[src/rtl/core/hpa_pkg.sv]
// ----------------------------------------------------------------------------
// hpa_pkg
// Shared types and codes for the hashed port allocator: operation and status
// codes, scan window limits and the table entry layout.
// ----------------------------------------------------------------------------
package hpa_pkg;

  // owner key is service id over process number
  localparam int KEY_W = 64;
  // residue register width, covers hash moduli up to 1024
  localparam int REM_W = 10;

  // operation codes on the kind field
  localparam logic [1:0] KIND_ALLOC  = 2'd0;
  localparam logic [1:0] KIND_FREE   = 2'd1;
  localparam logic [1:0] KIND_UPDATE = 2'd2;
  localparam logic [1:0] KIND_REG    = 2'd3;

  // result status codes
  localparam logic [2:0] ST_DONE    = 3'd0;
  localparam logic [2:0] ST_HELD    = 3'd1;
  localparam logic [2:0] ST_REFUSED = 3'd2;
  localparam logic [2:0] ST_NONE    = 3'd3;
  localparam logic [2:0] ST_OUTSIDE = 3'd4;

  // free-port search window, offsets from the base port
  localparam int SCAN_LO = 1000;
  localparam int SCAN_HI = 3000;

  // one table entry
  typedef struct packed {
    logic             vld;
    logic [KEY_W-1:0] owner;
  } entry_t;

  // residue unit result
  typedef struct packed {
    logic             done;
    logic [REM_W-1:0] rem;
  } mod_res_t;

endpackage

[src/rtl/core/hpa_mod.sv]
// ----------------------------------------------------------------------------
// hpa_mod
// Residue of the 64-bit owner key modulo a constant, one key byte at a time in a
// multiply phase and a reduce phase: a reciprocal multiply estimates the
// quotient, then one compare and subtract corrects it.
// ----------------------------------------------------------------------------
module hpa_mod #(
  parameter int MODULUS = 997
) (
  input  logic                        clk,
  input  logic                        rst,
  input  logic                        start,
  input  logic [hpa_pkg::KEY_W-1:0]   key,
  output hpa_pkg::mod_res_t           res
);

  localparam int DIG_W = 8;
  localparam int N_DIG = hpa_pkg::KEY_W / DIG_W;
  localparam int CNT_W = $clog2(N_DIG + 1);
  // running residue over the next key byte
  localparam int X_W   = hpa_pkg::REM_W + DIG_W;
  // reciprocal scale keeps the quotient estimate at most one low
  localparam int SHIFT = X_W + hpa_pkg::REM_W;
  localparam int RCP_W = SHIFT + 1;
  localparam int P_W   = X_W + RCP_W;
  localparam logic [RCP_W-1:0] RECIP = RCP_W'((64'd1 << SHIFT) / MODULUS);
  localparam logic [X_W-1:0]   MOD_X = X_W'(MODULUS);

  logic [hpa_pkg::KEY_W-1:0] sh;
  logic [hpa_pkg::REM_W-1:0] rem;
  logic [hpa_pkg::REM_W-1:0] rem_next;
  logic [X_W-1:0]            part;
  logic [X_W-1:0]            part_next;
  logic [P_W-1:0]            prod;
  logic [X_W-1:0]            quot;
  logic [X_W-1:0]            diff;
  logic [CNT_W-1:0]          cnt;
  logic                      phase;
  logic                      busy;
  logic                      done;

  // next partial value, quotient estimate and corrected residue
  always_comb begin
    part_next = {rem, sh[hpa_pkg::KEY_W-1 -: DIG_W]};
    quot      = prod[SHIFT +: X_W];
    diff      = part - quot * MOD_X;
    if (diff >= MOD_X) begin
      rem_next = hpa_pkg::REM_W'(diff - MOD_X);
    end else begin
      rem_next = hpa_pkg::REM_W'(diff);
    end
  end

  // iteration control, multiply phase then reduce phase for each byte
  always_ff @(posedge clk) begin
    if (rst) begin
      busy  <= 1'b0;
      done  <= 1'b0;
      phase <= 1'b0;
      cnt   <= '0;
    end else begin
      done <= 1'b0;
      if (start) begin
        sh    <= key;
        rem   <= '0;
        cnt   <= CNT_W'(N_DIG);
        phase <= 1'b0;
        busy  <= 1'b1;
      end else if (busy) begin
        if (!phase) begin
          part  <= part_next;
          prod  <= P_W'(part_next) * P_W'(RECIP);
          sh    <= sh << DIG_W;
          phase <= 1'b1;
        end else begin
          rem   <= rem_next;
          cnt   <= cnt - 1'b1;
          phase <= 1'b0;
          if (cnt == CNT_W'(1)) begin
            busy <= 1'b0;
            done <= 1'b1;
          end
        end
      end
    end
  end

  assign res.done = done;
  assign res.rem  = rem;

endmodule

[config.mk]
export PLATFORM = sky130hd
export DESIGN_NAME = hpa_mod
export DESIGN_NICKNAME = d
export VERILOG_FILES = /design/src/rtl/core/hpa_pkg.sv /design/src/rtl/core/hpa_mod.sv
export SDC_FILE = /design/constraint.sdc
export NUM_CORES = 1
export LEC_CHECK = 0
export ABC_AREA = 0
export BUFFER_PORTS_ARGS = -buffer_cell sky130_fd_sc_hd__buf_4
export CELL_PAD_IN_SITES_DETAIL_PLACEMENT = 1
export CELL_PAD_IN_SITES_GLOBAL_PLACEMENT = 1
export CORE_MARGIN = 5
export CORE_UTILIZATION = 46
export CTS_CLUSTER_SIZE = 20
export DETAILED_ROUTE_END_ITERATION = 6
export PLACE_DENSITY = 0.87
export SKIP_LAST_GASP = 1
export SYNTH_ARGS = -nofsm -noshare
export SYNTH_HDL_FRONTEND = slang
export SYNTH_SLANG_ARGS = --single-unit
[constraint.sdc]
create_clock -name clk -period 5.8 [get_ports clk]
set_input_delay 1.16 -clock clk [delete_from_list [all_inputs] [get_ports clk]]
set_output_delay 1.16 -clock clk [all_outputs]
set_load 0.03 [all_outputs]
==> results of run 1 <==
sequential cells by signal, indices dropped and copies added, names as in the netlist:
register  count
busy          1
cnt           4
done          1
part         18
phase         1
prod          9
rem          10
sh           64
worst max-delay path, delay by kind of cell (launching register included):
kind            cells  cell delay (ns)
compound gates      6             1.42
xor+xnor            1             0.36
fa+ha+maj           6             2.57
buf+inv             6             0.44
flops               1             0.37
simple gates        2             0.45
layout by cell type (no fill, tap or decap), types with 3 or more instances in the layout:
master	n
inv_1	256
ha_1	163
buf_4	156
fa_1	148
edfxtp_1	101
mux2_2	57
nor2_1	24
nand2_1	17
xnor2_1	15
ha_4	14
a21oi_1	13
and2_1	12
xor2_1	12
inv_2	11
a21o_1	10
o21ai_0	10
clkbuf_16	9
a21oi_2	8
nor3_1	8
o21a_1	7
nand3_1	7
dfxtp_1	7
a31oi_1	6
and3_1	6
buf_6	6
o211ai_1	5
o21ai_1	5
or2_2	5
fa_2	5
nand4_1	4
nor2_2	4
nand3b_1	4
nor2b_1	3
nand2b_1	3
logic make-up after synthesis:
group	synth area share
simple gates	0.05442
xor+xnor	0.02001
buf+inv	0.09094
mux	0.05791
fa+ha+maj	0.4476
flops	0.2685
compound gates	0.06066
worst max-delay path by stage:
stage,endpoint,cells past startpoint,from,slack [ns]
3_5_place_dp,prod[35],18,sh[62],-0.33
5_1_grt,rem[3],21,prod[28],-0.27
4_1_cts,prod[35],18,sh[62],-0.08
6_report,rem[3],21,prod[28],-0.12
3_3_place_gp,prod[35],20,sh[59],0.05
2_1_floorplan,prod[35],19,rem[5],0.01
repair_timing:
action	4_1_cts	5_1_grt
pin swaps	16	51
endpoints found under the hold margin	0	0
resized for setup	22	66
cloned	0	0
endpoints found under the setup margin	15	19
setup buffers	10	16
final cells by class:
type	count	area (µm²)
well taps	330	412.9
repair buffers	163	1254
fillers	2683	11150
clock inverters	6	55.05
multi-input cells	637	7978
inverters	267	1002
clock buffers	10	229.0
flip-flops and latches	108	3173
metal layers:
layer	share of wire	wire, µm
met1	0.35	12460
met2	0.54	19230
met3	0.064	2272
met4	0.043	1521
met5	0	0
synthesized netlist by cell type, drive strengths merged, types with 2 or more instances:
master	instances	area, µm²
a2111oi	2	36.29
a211o	3	27.53
a211oi	3	22.52
a21o	10	75.07
a21oi	23	126.4
a221oi	2	17.52
a31o	3	26.28
a31oi	7	43.79
a41oi	2	17.52
and2	12	75.07
and3	6	37.54
and4	3	26.28
buf	4	35.03
clkbuf	10	37.54
dfxtp	7	140.1
edfxtp	101	3033
fa	153	3063
ha	178	2227
inv	267	1002
mux2	59	664.4
mux2i	2	20.02
nand2	21	81.33
nand2b	4	27.53
nand3	7	35.03
nand3b	4	30.03
nand4	5	46.29
nor2	28	105.1
nor2b	3	18.77
nor3	10	50.05
nor3b	2	15.01
nor4	2	12.51
o2111a	2	22.52
o211ai	6	50.05
o21a	7	52.55
o21ai	18	93.84
or2	5	31.28
or3	2	18.77
xnor2	15	131.4
xor2	12	105.1
per-stage QoR:
step	instances	hold WS [ns]	cell area (µm²)	worst slack (ns)	util
3_3_place_gp	1479	0.4881	13210	0.04786	0.5230
4_1_cts	1505	0.5207	13620	-0.07824	0.5395
6_report	1521	0.5185	14100	-0.1203	0.5585
3_5_place_dp	1479	0.5086	13210	-0.3273	0.5230
5_1_grt	1521	0.5594	14100	-0.2723	0.5585
2_1_floorplan	1026	0.4710	11830	0.01178	-
==> impl_metrics.ini, run 1 <==
[status]
violations = setup timing
outcome = finished with violations

[logic_synthesis]
netlist-cell-type-count = 70
synth_flop_cell = edfxtp_1
seq_area_frac_synth = 0.2685
syn-instance-count = 1026
yosysWarnings = 0
synth_fp_nets = 1424
synth_area_mm2 = 0.01182
syn_avg_cell_area_um2 = 11.52
synth-async-reset-ratio = 0
synth-edff-count = 101
ys_ff_latch = 108

[detailed_routing]
via_count = 8328
ant_nets = 0
wl_per_cell_um = 23.33
vias_per_cell = 5.475
drt_iter0_markers = 422
drt_pass1_iterations = 4
drt_drc_violations_left = 0
wirelength_mm = 35.49

[setup_path]
worst_path_max_delay_cell = fa_1
r2r-end = rem[3]
crit_required_ns = 5.88
r2r_slack_ns = -0.12
rr_startpoint = prod[28]
cp-start-kind = flip-flop
crit_fanout = 3
crit_top_cell = inv_2
slowest_delay_ns = 0.57
critPathArrivalTime_ns = 6.00
endpoint_kind = flip-flop
worstSetupPathType = flip-flop to flip-flop
cp_cell_sequence = inv_2, fa_1, inv_2, ha_4, inv_2, fa_1, inv_2, fa_1, fa_1, inv_2, ha_4, a21o_1, a31o_1, a2111o_1, o2111a_2, or3_4, a2111oi_4, buf_4, a41oi_2, xor2_1, nor2_1
r2r_cells = 21

[place]
routabilityCongestion = 0.8914
io_buffers = 77
hpwl_mm = 27.50

[global_routing]
antenna_found_initial = 0
use_met3 = 0.06341
busiest_layer = met2
grt_use_met2 = 0.4379
groute.usage.overall = 0.2335
grt_max_degree = 76
globalRouteOverflowTotal = 0
grt_pass1_wl_mm = 51.89
first_global_vias = 9820
met1_usage = 0.2518

[timing]
worst_slew_pin_slew_ns = 1.203
setup_viol = 8
setup_ws_ns = -0.1203
hold_violations = 0
rsz0062_at_grt = yes
finalCritPeriodShare = 1.021
setup_tns_ns = -0.5776
final.setup_skew_ns = 0.009013
max_clock_freq_mhz = 168.9
period_needed_ns = 5.920
relSlewSlack = 0.1980
drv_slew = 0

[die]
die_h_um = 170.3
core_area_mm2 = 0.02525
die-area_mm2 = 0.02900
dieWidth_um = 170.3
start_util = 0.4680
ios = 78
num_rows = 58

[clocking]
cts_tree = yes
h-tree-depth = 3
cts_buffers = 9
clockRootBuffer = clkbuf_16
cts_sinks = 108
cts_max_path_buffers = 2
clk_pin_slew_ns = 0.08
cts_hold_buf = 0
clock_latency_ns = 0.37

[final_layout]
drive_gt1_frac = 0.2678
area_growth_pct = 19.33
diodes = 0
final_nets = 1584

[hold_path]
worstHoldEndpoint = phase
whs_path_depth = 2
worstHoldPathType = flip-flop to flip-flop
worstHoldStart = phase

[job]
cap_violations = 0
Power of run 1 is not shown: default switching activity piles up to over one toggle a cycle in this logic, so the estimate is an artifact.
==> run 2, diff against run 1 <==
--- a/config.mk
+++ b/config.mk
@@ -7,4 +7,5 @@
 export LEC_CHECK = 0
 export ABC_AREA = 0
+export ABC_CLOCK_PERIOD_IN_PS = 5800
 export BUFFER_PORTS_ARGS = -buffer_cell sky130_fd_sc_hd__buf_4
 export CELL_PAD_IN_SITES_DETAIL_PLACEMENT = 1
==> constraint.sdc (replaced) <==
create_clock -name clk -period 5.8 [get_ports clk]
set_input_delay 1.16 -clock clk [delete_from_list [all_inputs] [get_ports clk]]
set_output_delay 1.16 -clock clk [all_outputs]
set_load 0.1 [all_outputs]
==> impl_metrics.ini, run 2 (synthesis gave the netlist of run 1 again) <==
[final_layout]
top_register = sh
layout_commonest_cell = inv_1
drive_gt1_frac = 0.2652
final_cell_mix = inv_1, ha_1, buf_4
utilization = 0.5528
reg_top3 = sh (64), part (18), rem (10)
area_growth_pct = 18.11
diodes = 0
final_area_mm2 = 0.01396
nFillCells = 2661
final_nets = 1581
largest_reg_flops = 64

[detailed_routing]
wl_per_cell_um = 23.79
via_count = 8516
drt_drc_violations_left = 0
drt_iter0_markers = 530
vias_per_cell = 5.610
wirelength_mm = 36.12
ant_nets = 0
drt_pass1_iterations = 5

[timing]
drv_slew = 0
period_needed_ns = 5.993
relSlewSlack = 0.1373
setup_viol = 15
hold_violations = 0
finalCritPeriodShare = 1.033
worst_slew_pin_slew_ns = 1.294
setup_ws_ns = -0.1930
max_clock_freq_mhz = 166.9
rsz0062_at_grt = yes
hold_ws_ns = 0.5196
final.setup_skew_ns = 0.01232

[setup_path]
cp_cell_sequence = buf_4, ha_1, fa_1, inv_1, fa_1, inv_1, fa_1, fa_2, fa_2, ha_4, a21o_1, a41o_1, nor2_1, o21ai_2, o2111ai_2, a31oi_2, buf_4, nor3_1, nor2_1
rr_startpoint = rem[4]
r2r_cells = 19
r2r_slack_ns = -0.19
crit_required_ns = 5.91
endpoint_kind = flip-flop
crit_top_cell = fa_1
critPathLaunch = rem[4]
cp-endpoint = prod[34]
worst_path_max_delay_cell = fa_2
slowest_delay_ns = 0.60
cp.depth = 19
path_buf_inv = 4
crit_fanout = 4
r2r-end = prod[34]
worstSetupPathType = flip-flop to flip-flop
critPathArrivalTime_ns = 6.10
path_delay_family = adder cells
cp-start-kind = flip-flop

[clocking]
cts_max_path_buffers = 2
clk_pin_slew_ns = 0.09
h-tree-depth = 3
clockRootBuffer = clkbuf_16
clock_latency_ns = 0.36
cts_buffers = 9
cts_tree = yes
cts_sinks = 108
cts_hold_buf = 0

[place]
io_buffers = 77
dpl_cell_area_mm2 = 0.01312
hpwl_mm = 27.40
routabilityCongestion = 0.9281

[job]
cap_violations = 0

[die]
die-area_mm2 = 0.02900
start_util = 0.4680
core_area_mm2 = 0.02525
num_rows = 58
dieWidth_um = 170.3
die_h_um = 170.3
ios = 78

[hold_path]
worstHoldStart = phase
whs_path_depth = 2
worstHoldPathType = flip-flop to flip-flop

[global_routing]
grt_max_degree = 76
antenna_found_initial = 0
globalRouteOverflowTotal = 0
grt_pass1_wl_mm = 53.14
first_global_vias = 9772
groute.usage.overall = 0.2371

[status]
violations = setup timing
outcome = finished with violations
==> run 2: cell types whose count changed in the layout (fill, tap and decap cells not counted), sizes merged <==
cell      before  now
clkinv         1    5
clkbuf        10    9
buf          163  160
inv          270  269
clkinvlp       2    0
==> run 2: worst register-to-register path, cell delays in order (launching register included) <==
cell and delay, ns:
edfxtp_1 0.47, buf_4 0.18, ha_1 0.35, fa_1 0.58
inv_1 0.08, fa_1 0.58, inv_1 0.09, fa_1 0.52
fa_2 0.60, fa_2 0.49, ha_4 0.25, a21o_1 0.20
a41o_1 0.28, nor2_1 0.14, o21ai_2 0.10, o2111ai_2 0.26
a31oi_2 0.14, buf_4 0.16, nor3_1 0.20, nor2_1 0.08
==> run 2: how the worst min path moves through the flow <==
stage and endpoint:
5_1_grt phase, 3_3_place_gp phase, 4_1_cts phase, 2_1_floorplan phase
3_5_place_dp phase, 6_report phase
==> run 2: metal layers <==
metal / track usage / up-vias / wire (µm)
met1: 0.2711 / 4372 / 13310
li1: - / 3672 / -
met2: 0.4293 / 345 / 18550
met4: 0.08021 / 0 / 1897
met3: 0.06272 / 127 / 2357
met5: 0 / - / 0
==> run 2: per-stage QoR <==
stage / std cells / worst slack (ns) / TNS (ns)
after global placement: 1463 / 0.004710 / 0
after global routing: 1518 / -0.2950 / -2.899
final: 1518 / -0.1930 / -1.188
after CTS: 1495 / -0.04379 / -0.1194
after detailed placement: 1463 / -0.2685 / -2.432
after floorplan: 1026 / -0.2749 / -0.6284
==> run 2: area by class of cell <==
type,instances,area (µm²),share of cell area
flip-flops and latches,108,3173,0.2273
repair buffers,160,1209,0.08658
clock buffers,9,225.2,0.01613
well taps,330,412.9,0.02958
multi-input cells,637,7866,0.5635
inverters,267,1002,0.07179
clock inverters,7,71.32,0.005109
==> run 2: what timing repair did <==
item	4_1_cts	5_1_grt
buffers inserted	16	24
pin swaps	20	22
hold endpoints to repair	0	0
setup endpoints to repair	14	19
cloned	0	0
gates resized for setup	23	41
Power of run 2 is left out for the same reason.
