===== src/rtl/core/hpa_ram.sv =====
// ----------------------------------------------------------------------------
// hpa_ram
// Generic simple dual-port RAM: one write port, one read port with registered
// read data.
// ----------------------------------------------------------------------------
module hpa_ram #(
  parameter int WIDTH = 8,
  parameter int DEPTH = 16
) (
  input  logic                     clk,
  input  logic                     wr_en,
  input  logic [$clog2(DEPTH)-1:0] wr_addr,
  input  logic [WIDTH-1:0]         wr_data,
  input  logic                     rd_en,
  input  logic [$clog2(DEPTH)-1:0] rd_addr,
  output logic [WIDTH-1:0]         rd_data
);

  logic [WIDTH-1:0] mem [DEPTH];

  // write and registered read
  always_ff @(posedge clk) begin
    if (wr_en) begin
      mem[wr_addr] <= wr_data;
    end
    if (rd_en) begin
      rd_data <= mem[rd_addr];
    end
  end

endmodule


===== config.mk =====
export PLATFORM = sky130hd
export DESIGN_NAME = hpa_ram
export DESIGN_NICKNAME = d
export VERILOG_FILES = /design/src/rtl/core/hpa_ram.sv
export SDC_FILE = /design/constraint.sdc
export NUM_CORES = 1
export LEC_CHECK = 0
export BUFFER_PORTS_ARGS = -buffer_cell sky130_fd_sc_hd__buf_2
export CORE_MARGIN = 2
export CORE_UTILIZATION = 28
export CTS_CLUSTER_SIZE = 20
export DETAILED_ROUTE_END_ITERATION = 7
export PLACE_DENSITY = 0.55
export SLEW_MARGIN = 20
export SYNTH_ARGS = -nofsm -noshare
export SYNTH_HDL_FRONTEND = slang
export SYNTH_SLANG_ARGS = --single-unit
export TNS_END_PERCENT = 1

===== constraint.sdc =====
create_clock -name clk -period 1.95 [get_ports clk]
set_input_delay 0.39 -clock clk [delete_from_list [all_inputs] [get_ports clk]]
set_output_delay 0.39 -clock clk [all_outputs]
set_load 0.05 [all_outputs]

==> results of run 1 <==
-- registers in the layout (all words and copies together) (netlist names) --
register,cells
mem,128
rd_data,8
-- through the flow --
stage / hold slack, ps / area (µm²) / utilization [%] / setup WS [ps]
2_1_floorplan: 488.9 / 5228 / - / 67.13
3_3_place_gp: 735.2 / 5791 / 31.91 / 13.23
5_1_grt: 350.3 / 6392 / 35.22 / 389.5
3_5_place_dp: 732.6 / 5791 / 31.91 / 6.671
4_1_cts: 347.0 / 6392 / 35.22 / 435.7
6_report: 358.0 / 6395 / 35.24 / 449.4
-- kinds of logic (layout without fill, tap and decap cells) --
family,count (synthesis),in the layout
and+or+nand+nor,35,35
buffers and inverters,10,83
DFF,136,136
muxes,32,32
other,0,1
AOI/OAI and AO/OA,16,16
-- worst max path at each step --
stage / startpoint / endpoint / slack (ps) / cells after the start
floorplan: wr_addr[2] / mem[0][0] / 70 / 2
global route: rd_addr[0] / rd_data[3] / 390 / 5
detailed placement: rd_addr[0] / rd_data[1] / 7 / 5
global placement: rd_addr[0] / rd_data[1] / 10 / 5
finish: rd_addr[0] / rd_data[3] / 450 / 5
CTS: rd_addr[0] / rd_data[1] / 440 / 5
-- power groups by stage --
stage	logic (W)	clock network [W]	registers (W)
global route	0.000392	0.00335	0.00332
CTS	0.000368	0.00323	0.00331
finish	0.000360	0.00318	0.00331
floorplan	0.000166	0	0.00342
detailed placement	0.000368	0	0.00337
global placement	0.000360	0	0.00337
-- placed cells by master (no fill, tap or decap) --
master / Yosys / layout
nor3_1: 4 / 4
and2_1: 1 / 1
nor2b_1: 1 / 1
buf_4: 1 / 23
nand3_1: 1 / 1
nor2_1: 13 / 13
bufinv_16: 0 / 3
nand2b_1: 2 / 2
clkinvlp_4: 0 / 2
nand2_1: 9 / 9
inv_6: 0 / 2
nand3b_1: 2 / 2
clkinv_2: 0 / 2
mux4_2: 18 / 18
clkinv_4: 0 / 5
clkbuf_16: 0 / 17
edfxtp_1: 136 / 136
buf_2: 3 / 26
a22oi_1: 16 / 16
diode_2: 0 / 1
buf_12: 0 / 3
mux4_1: 14 / 14
and2b_1: 1 / 1
or3b_2: 1 / 1
-- metal layers --
layer / share of wire, % / routed length (µm) / vias up / GRT usage [%]
li1: - / - / 1103 / -
met1: 43 / 4416 / 1297 / 14.41
met2: 49 / 4982 / 67 / 17.23
met3: 7.0 / 711 / 9 / 3.974
met4: 0.96 / 98 / 0 / 3.632
met5: 0 / 0 / - / 0
-- final cells by class --
cell class / count / area (µm²) / area share, %
sequential: 136 / 4084 / 63.86
multi-input combinational: 83 / 1057 / 16.53
clock buffer: 17 / 425.4 / 6.652
timing repair buffer: 52 / 362.8 / 5.674
tap: 229 / 286.5 / 4.481
clock inverter: 14 / 176.4 / 2.759
antenna: 1 / 2.502 / 0.03913
==> impl_summary.log, run 1 <==
[metrics] status: complete, no violations
[metrics] RePlAce Congestion: 0.7254
[metrics] area share of the largest cell type after synthesis: 78.12%
[metrics] Int Pwr: 0.005446 W
[metrics] top cells by count, synth: edfxtp_1 (136), mux4_2 (18), a22oi_1 (16), mux4_1 (14), nor2_1 (13)
[metrics] CTS H-Tree Depth: 4
[metrics] DR vias/cell: 4.654
[metrics] leakage power: 2.150 nW
[metrics] Critical Path, Cell by Cell: buf_2 > buf_12 > mux4_1 > a22oi_1 > nand2_1
[metrics] Critical Setup Path Class: in -> reg
[metrics] largest delay contributor family on the critical path: multiplexers
[metrics] clock buffer depth: 2
[metrics] number of clock sinks: 136
[metrics] leading post-synthesis cells by cell area: edfxtp_1 (78%), mux4_2 (7.8%), mux4_1 (7.0%)
[metrics] maximum number of pins on one net before global-route repair: 33
[metrics] #FFs+latches synth: 136
[metrics] I/O pin total: 27
[metrics] share of synthesized area spent on multiplexers: 14.79%
[metrics] crit path launch type: primary input
[metrics] register clock-pin slew on the reported worst setup and hold paths: 60 ps
[metrics] endpoint of the worst hold-timing path: rd_data[2]
[metrics] Hold Crit Start: rd_en
[metrics] largest area contributor in the synthesized netlist: edfxtp_1
[metrics] class of the tightest hold or removal check: in -> reg
[metrics] worst hold path depth: 1
[metrics] Post-CTS Hold Fix Bufs: 0
[metrics] number of standard-cell rows in the floorplan: 49
[metrics] dominant combinational cell family by area after synthesis: multiplexers
[metrics] depth of the most critical reg-to-reg path: 3
[metrics] Antenna Violating Nets Remaining: 0
[metrics] share of layout cells above drive strength 1: 33.77%
[metrics] number of global-route vias before repair: 2620
[metrics] simple logic cell fraction of the synthesized area: 3.135%
[metrics] Max Slew Vio Count: 0
[metrics] DRC violations left: 0
[metrics] height of the chip: 140.6 µm
[metrics] sequential-to-total area share from yosys stat: 78.12%
[metrics] number of port buffers: 26
[metrics] net count of the finished layout: 309
[metrics] Clk Tree Root Cell: clkbuf_16
[metrics] sw frac: 20.49%
[metrics] worst reg-to-reg setup slack: 480 ps
[metrics] synthesized area per cell: 22.83 µm²
[metrics] yosys synthesis warning count: 0
[metrics] cell with the largest stage delay on the worst path: mux4_1
[metrics] unrepaired setup endpoints after global routing: false
[metrics] detailed-placement wirelength estimate: 6.940 mm
[metrics] total negative slack: 0 ps
[metrics] Gate Count Post-Synth: 229
[metrics] antenna violations before repair: 1
[metrics] number of standard cells in the final layout excluding fillers: 532
[metrics] pwr/cell area: 1071 mW/mm²
[metrics] final count of hold timing violations: 0
[metrics] routed wire length: 10.21 mm
[metrics] initial detailed-routing violation count: 182
[metrics] RR Startpoint: mem[9][3]
[metrics] buffering stage count on the worst path with inverters included: 2
[metrics] wire length of the first global-routing pass: 15.77 mm
[metrics] number of enable-type register cells in the synthesized netlist: 136
[metrics] Overflow after GRT: 0
[metrics] core area: 0.01815 mm²
[metrics] horizontal extent of the die: 140.6 µm
[metrics] clock tree from TritonCTS: done
[metrics] number of search-and-repair iterations in the first detailed-routing pass: 5
[metrics] synthesized netlist net count: 248
[metrics] global-route usage over all layers: 11.03%
[metrics] Compound-Gate Fraction of Synth Area: 2.298%
[metrics] area delta synth->final: 22.33%
[metrics] CP peak stage delay: 600 ps
[metrics] Final setup violation count: 0
[metrics] Slew headroom: 72.47%
[metrics] total net switching power: 0.001403 W
[metrics] Data required, critical path: 2090 ps
[metrics] endpoint of the lowest-slack register-to-register path: rd_data[3]
[metrics] quantity of gates resized following cts: 0
[metrics] power share of the combinational group: 5.3%
[metrics] main flop type after synthesis: edfxtp_1
[metrics] portion of the clock cycle consumed by the worst path in the final layout: 76.95%
[metrics] clock network fraction of design power: 46.4%
[metrics] worst vdd rail ir drop: 0.5807 mV
[metrics] post-CTS setup buffer count: 0
[metrics] number of vias after detailed routing: 2476
[metrics] transition time of the tightest slew-check pin: 412.9 ps
[metrics] Max-cap violations: 0
[metrics] Fmax: 666.4 MHz
[metrics] min cycle time layout: 1501 ps
[metrics] distinct cell type count after synthesis: 18
[metrics] effective utilization at floorplan: 28.81%
[metrics] Inserted Clock Buffers: 17
[metrics] DR WL/cell: 19.19 µm
[metrics] proportion of power drawn by flip-flops and latches: 48.4%
[metrics] Clock Latency Late Sink: 400 ps
[metrics] Worst Clk Skew: 5.339 ps
[metrics] most instantiated library cell after synthesis: edfxtp_1
[metrics] Post-Synth Adder-Cell Area: 0%
[metrics] Die Footprint: 0.01978 mm²
[metrics] summed instance area of the synthesized netlist: 0.005228 mm²
[metrics] Post-Synth XOR/XNOR Area: 0%
[metrics] arrival time of the worst setup path: 1640 ps
[metrics] nature of the critical path endpoint: flop
[metrics] CP Max Fanout: 18
[metrics] total power draw: 0.006849 W
[metrics] share of flip-flops with an asynchronous set or reset: 0%
[metrics] total of fill cells in the finished design: 1689
[metrics] Placed Cells incl. Taps: 500
Note: power is estimated with default switching activity, not from simulation.
==> run 2: changes to the inputs <==
Settings changed: PLACE_DENSITY 0.55 to 0.54.
Clock period 1.95 ns to 1.55 ns, I/O delays scaled along.
==> impl_summary.log, run 2 (synthesized netlist as in run 1, its figures left out) <==
[metrics] status: complete, no violations
[metrics] share of layout cells above drive strength 1: 34.97%
[metrics] pre-CTS setup slack: -390.6 ps
[metrics] registers with the most flip-flops: mem (128), rd_data (8)
[metrics] proportion of power drawn by flip-flops and latches: 49.1%
[metrics] wire length of the first global-routing pass: 16.28 mm
[metrics] horizontal extent of the die: 140.6 µm
[metrics] Slew headroom: 48.64%
[metrics] class of the tightest hold or removal check: in -> reg
[metrics] Worst Clk Skew: 6.847 ps
[metrics] pwr/cell area: 1332 mW/mm²
[metrics] CTS H-Tree Depth: 4
[metrics] final cell utilization of the core: 35.14%
[metrics] Final setup violation count: 0
[metrics] worst vdd rail ir drop: 0.8091 mV
[metrics] arrival time of the worst setup path: 1650 ps
[metrics] Die Footprint: 0.01978 mm²
[metrics] unrepaired setup endpoints after global routing: false
[metrics] min cycle time layout: 1491 ps
[metrics] initial detailed-routing violation count: 208
[metrics] number of search-and-repair iterations in the first detailed-routing pass: 4
[metrics] net count of the finished layout: 312
[metrics] number of standard-cell rows in the floorplan: 49
[metrics] power share of the combinational group: 5.6%
[metrics] height of the chip: 140.6 µm
[metrics] core area: 0.01815 mm²
[metrics] area delta synth->final: 22.00%
[metrics] CP peak stage delay: 460 ps
[metrics] clock tree from TritonCTS: done
[metrics] transition time of the tightest slew-check pin: 767.5 ps
[metrics] number of vias after detailed routing: 2445
[metrics] clock buffer depth: 2
[metrics] DRC violations left: 0
[metrics] number of inserted diodes: 0
[metrics] Critical Setup Path Class: reg -> reg
[metrics] final count of hold timing violations: 0
[metrics] I/O pin total: 27
[metrics] number of global-route vias before repair: 2666
[metrics] DR vias/cell: 4.570
[metrics] Inserted Clock Buffers: 17
[metrics] RePlAce Congestion: 0.7765
[metrics] Overflow after GRT: 0
[metrics] sw frac: 19.81%
[metrics] clock network fraction of design power: 45.3%
[metrics] Clk Tree Root Cell: clkbuf_16
[metrics] total net switching power: 0.001683 W
[metrics] register name with the most flops: mem
[metrics] register clock-pin slew on the reported worst setup and hold paths: 50 ps
[metrics] placement-stage cell area: 0.005804 mm²
[metrics] setup ws final: 59.09 ps
[metrics] Critical Path, Cell by Cell: mux4_2 > a22oi_1 > nand2_1
[metrics] effective utilization at floorplan: 28.81%
[metrics] CP Max Fanout: 1
[metrics] Max Slew Vio Count: 0
[metrics] Fmax: 670.7 MHz
[metrics] crit path launch type: flop
[metrics] Int Pwr: 0.006811 W
[metrics] Clock Latency Late Sink: 420 ps
[metrics] Post-Layout Inst Area: 0.006377 mm²
[metrics] nature of the critical path endpoint: flop
[metrics] number of flip-flops in the largest register: 128
[metrics] number of clock sinks: 136
[metrics] antenna violations before repair: 0
[metrics] most common cell after layout, fill and taps aside: edfxtp_1
[metrics] leakage power: 2.126 nW
[metrics] number of port buffers: 26
[metrics] maximum number of pins on one net before global-route repair: 25
[metrics] detailed-placement wirelength estimate: 7.105 mm
[metrics] Antenna Violating Nets Remaining: 0
[metrics] total power draw: 0.008494 W
[metrics] worst hold margin: 277.7 ps
[metrics] routed wire length: 10.85 mm
[metrics] Max-cap violations: 0
[metrics] Data required, critical path: 1710 ps
[metrics] portion of the clock cycle consumed by the worst path in the final layout: 96.19%
[metrics] DR WL/cell: 20.27 µm
[metrics] global-route usage over all layers: 11.71%
[metrics] cell with the largest stage delay on the worst path: mux4_2
[metrics] commonest non-fill, non-tap cells in the layout: edfxtp_1 (136), buf_2 (26), mux4_2 (25), buf_4 (25), clkbuf_16 (17)
[run 2: final timing paths]
kind | start | to | slack [ps] | cells after the start
worst max-delay path | mem[0][7] | rd_data[7] | 60 | 3
worst min-delay path | wr_data[1] | mem[10][1] | 280 | 1
worst max register to register | mem[0][7] | rd_data[7] | 60 | 3
worst min register to register | mem[12][7] | rd_data[7] | 740 | 3
[run 2: power groups by stage]
| stage | Clock (W) | Sequential, W | Combinational (W) |
|---|---|---|---|
| detailed placement | 0 | 0.00425 | 0.000483 |
| floorplan | 0 | 0.00430 | 0.000217 |
| global placement | 0 | 0.00424 | 0.000471 |
| global route | 0.00409 | 0.00418 | 0.000514 |
| finish | 0.00385 | 0.00417 | 0.000473 |
| CTS | 0.00395 | 0.00417 | 0.000485 |
[run 2: cell type report]
type                    instances  area (µm²)
fillers                      1715       11770
flip-flops and latches        136        4084
clock inverters                13       135.1
repair buffers                 55       397.9
well taps                     229       286.5
multi-input cells              83        1041
clock buffers                  19       432.9
[run 2: what timing repair did]
item                       in CTS  in global routing
buffers inserted                0                  0
hold buffers                    0                  0
resized for setup               1                  0
setup endpoints to repair       1                  0
[run 2: through the flow]
stage | instances | setup TNS (ps)
after floorplan | 229 | -751.4
after CTS | 535 | 0
after detailed placement | 503 | -3272
final | 535 | 0
after global routing | 535 | 0
after global placement | 503 | -2788
[run 2: critical path, delay by kind of cell (launching register included)]
kind             cells  cell delay [ps]
AO/OA/AOI/OAI        1              320
flip-flops           1              380
multiplexers         1              460
AND/OR/NAND/NOR      1               80
[run 2: routing by layer]
metal,vias up,track usage (%),share of wire [%]
met1,1265,16.07,46
met3,14,3.397,5.4
met2,63,17.51,47
li1,1103,-,-
met5,-,0,0
met4,0,5.000,1.6
==> run 3: changes to the inputs <==
Settings changed: CTS_CLUSTER_DIAMETER set to 200, GPL_TIMING_DRIVEN set to 0.
==> impl_summary.log, run 3 (synthesized netlist as in run 1, its figures left out) <==
[metrics] status: complete, no violations
[metrics] height of the chip: 140.6 µm
[metrics] Clock Latency Late Sink: 410 ps
[metrics] worst reg-to-reg setup slack: 30 ps
[metrics] worst vdd rail ir drop: 0.7709 mV
[metrics] total of fill cells in the finished design: 1690
[metrics] endpoint of the worst hold-timing path: rd_data[2]
[metrics] Post-CTS Hold Fix Bufs: 0
[metrics] total negative slack: 0 ps
[metrics] Antenna Violating Nets Remaining: 0
[metrics] Final setup violation count: 0
[metrics] Overflow after GRT: 0
[metrics] Clk Tree Root Cell: clkbuf_16
[metrics] registers with the most flip-flops: mem (128), rd_data (8)
[metrics] worst hold path depth: 1
[metrics] setup ws final: 26.48 ps
[metrics] register name with the most flops: mem
[metrics] number of standard cells in the final layout excluding fillers: 515
[metrics] horizontal extent of the die: 140.6 µm
[metrics] CP Max Fanout: 1
[metrics] DR WL/cell: 20.45 µm
[metrics] portion of the clock cycle consumed by the worst path in the final layout: 98.29%
[metrics] effective utilization at floorplan: 28.81%
[metrics] depth of the most critical reg-to-reg path: 3
[metrics] I/O pin total: 27
[metrics] Worst Clk Skew: 7.148 ps
[metrics] Fmax: 656.4 MHz
[metrics] flip-flop and latch area: 0.004084 mm²
[metrics] commonest non-fill, non-tap cells in the layout: edfxtp_1 (136), buf_2 (28), mux4_2 (25), clkbuf_16 (17), a22oi_1 (11)
[metrics] class of the tightest hold or removal check: in -> reg
[metrics] number of inserted diodes: 0
[metrics] final cell utilization of the core: 34.62%
[metrics] Hold Crit Start: rd_en
[metrics] routed wire length: 10.53 mm
[metrics] unrepaired setup endpoints after global routing: false
[metrics] register clock-pin slew on the reported worst setup and hold paths: 60 ps
[metrics] Max-cap violations: 0
[metrics] pre-CTS setup slack: -530.6 ps
[metrics] transition time of the tightest slew-check pin: 846.8 ps
[metrics] RR Startpoint: mem[5][0]
[metrics] number of search-and-repair iterations in the first detailed-routing pass: 4
[metrics] Slew headroom: 43.34%
[metrics] Data required, critical path: 1690 ps
[metrics] wire length of the first global-routing pass: 15.77 mm
[metrics] final count of hold timing violations: 0
[metrics] DRC violations left: 0
[metrics] share of layout cells above drive strength 1: 36.36%
[metrics] most common cell after layout, fill and taps aside: edfxtp_1
[metrics] antenna violations before repair: 0
[metrics] clock tree from TritonCTS: done
[metrics] number of port buffers: 25
[metrics] Inserted Clock Buffers: 17
[metrics] nature of the critical path endpoint: flop
[metrics] pwr/cell area: 1384 mW/mm²
[metrics] RePlAce Congestion: 0.6957
[metrics] clock buffer depth: 2
[metrics] global-route usage over all layers: 11.42%
[metrics] maximum number of pins on one net before global-route repair: 17
[metrics] arrival time of the worst setup path: 1660 ps
[metrics] total area of multi-input combinational cells: 0.001090 mm²
[metrics] endpoint of the lowest-slack register-to-register path: rd_data[0]
[metrics] core area: 0.01815 mm²
[metrics] number of vias after detailed routing: 2317
[metrics] origin of the worst setup path: mem[5][0]
[metrics] number of clock sinks: 136
[metrics] post-CTS setup buffer count: 0
[metrics] min cycle time layout: 1524 ps
[metrics] Placed Cells incl. Taps: 483
[metrics] detailed-placement wirelength estimate: 6.776 mm
[metrics] crit path launch type: flop
[metrics] Max Slew Vio Count: 0
[metrics] DR vias/cell: 4.499
[metrics] number of global-route vias before repair: 2509
[metrics] Critical Setup Path Class: reg -> reg
[metrics] initial detailed-routing violation count: 238
[metrics] CTS H-Tree Depth: 4
[metrics] area delta synth->final: 20.20%
[metrics] number of standard-cell rows in the floorplan: 49
[metrics] net count of the finished layout: 292
[metrics] leakage power: 2.025 nW
[metrics] Die Footprint: 0.01978 mm²
[metrics] number of flip-flops in the largest register: 128
-- run 3: cell types whose count changed in the layout (fill, tap and decap cells not counted), sizes merged --
cell,previous run,this run
inv,0,4
clkdlybuf4s25,0,3
clkinv,9,4
buf,55,32
clkbuf,19,18
clkinvlp,1,3
-- run 3: how the worst max path moves through the flow --
| stage | end | slack [ps] | cells after the start |
|---|---|---|---|
| 5_1_grt | rd_data[1] | 5 | 3 |
| 2_1_floorplan | mem[3][0] | -30 | 2 |
| 6_report | rd_data[0] | 30 | 3 |
| 3_3_place_gp | mem[8][3] | -640 | 3 |
| 3_5_place_dp | mem[1][7] | -530 | 3 |
| 4_1_cts | mem[0][7] | -20 | 3 |
-- run 3: report_power, final --
group	leakage, nW	switching, W	internal [W]
clock network	0.287	0.00152	0.00254
logic	0.501	0.000306	0.000170
registers	1.24	0.0000171	0.00414
-- run 3: final cells by class --
class / count / area share (%)
multi-input combinational: 83 / 17.34
buffer: 10 / 1.553
tap: 229 / 4.560
timing repair buffer: 25 / 1.991
clock buffer: 18 / 6.830
sequential: 136 / 64.99
clock inverter: 14 / 2.728
-- run 3: timing repair --
| item | in CTS | in global routing |
|---|---|---|
| endpoints found under the hold margin | 0 | 0 |
| pin swaps | 0 | 1 |
| resized for setup | 4 | 5 |
| setup endpoints to repair | 23 | 20 |
-- run 3: routing by layer --
layer	GRT usage [%]	wire (µm)	vias to the layer above	part of all wire [%]
met5	0	0	-	0
met4	4.263	119	0	1.1
met3	3.499	663	8	6.3
met2	17.28	4936	57	47
met1	15.63	4813	1190	46
li1	-	-	1062	-
-- run 3: through the flow --
stage	instance area [µm²]	power, W	hold WS, ps
6_report	6284	0.008694	225.3
5_1_grt	6284	0.008988	228.5
4_1_cts	6260	0.008780	210.3
3_5_place_dp	5644	0.004712	648.0
3_3_place_gp	5629	0.004697	641.8
2_1_floorplan	5218	0.004517	408.9
-- run 3: critical path: stages, from the launching register on --
cell,delay [ps]
edfxtp_1,360
mux4_1,570
a22oi_2,200
nand2_1,130
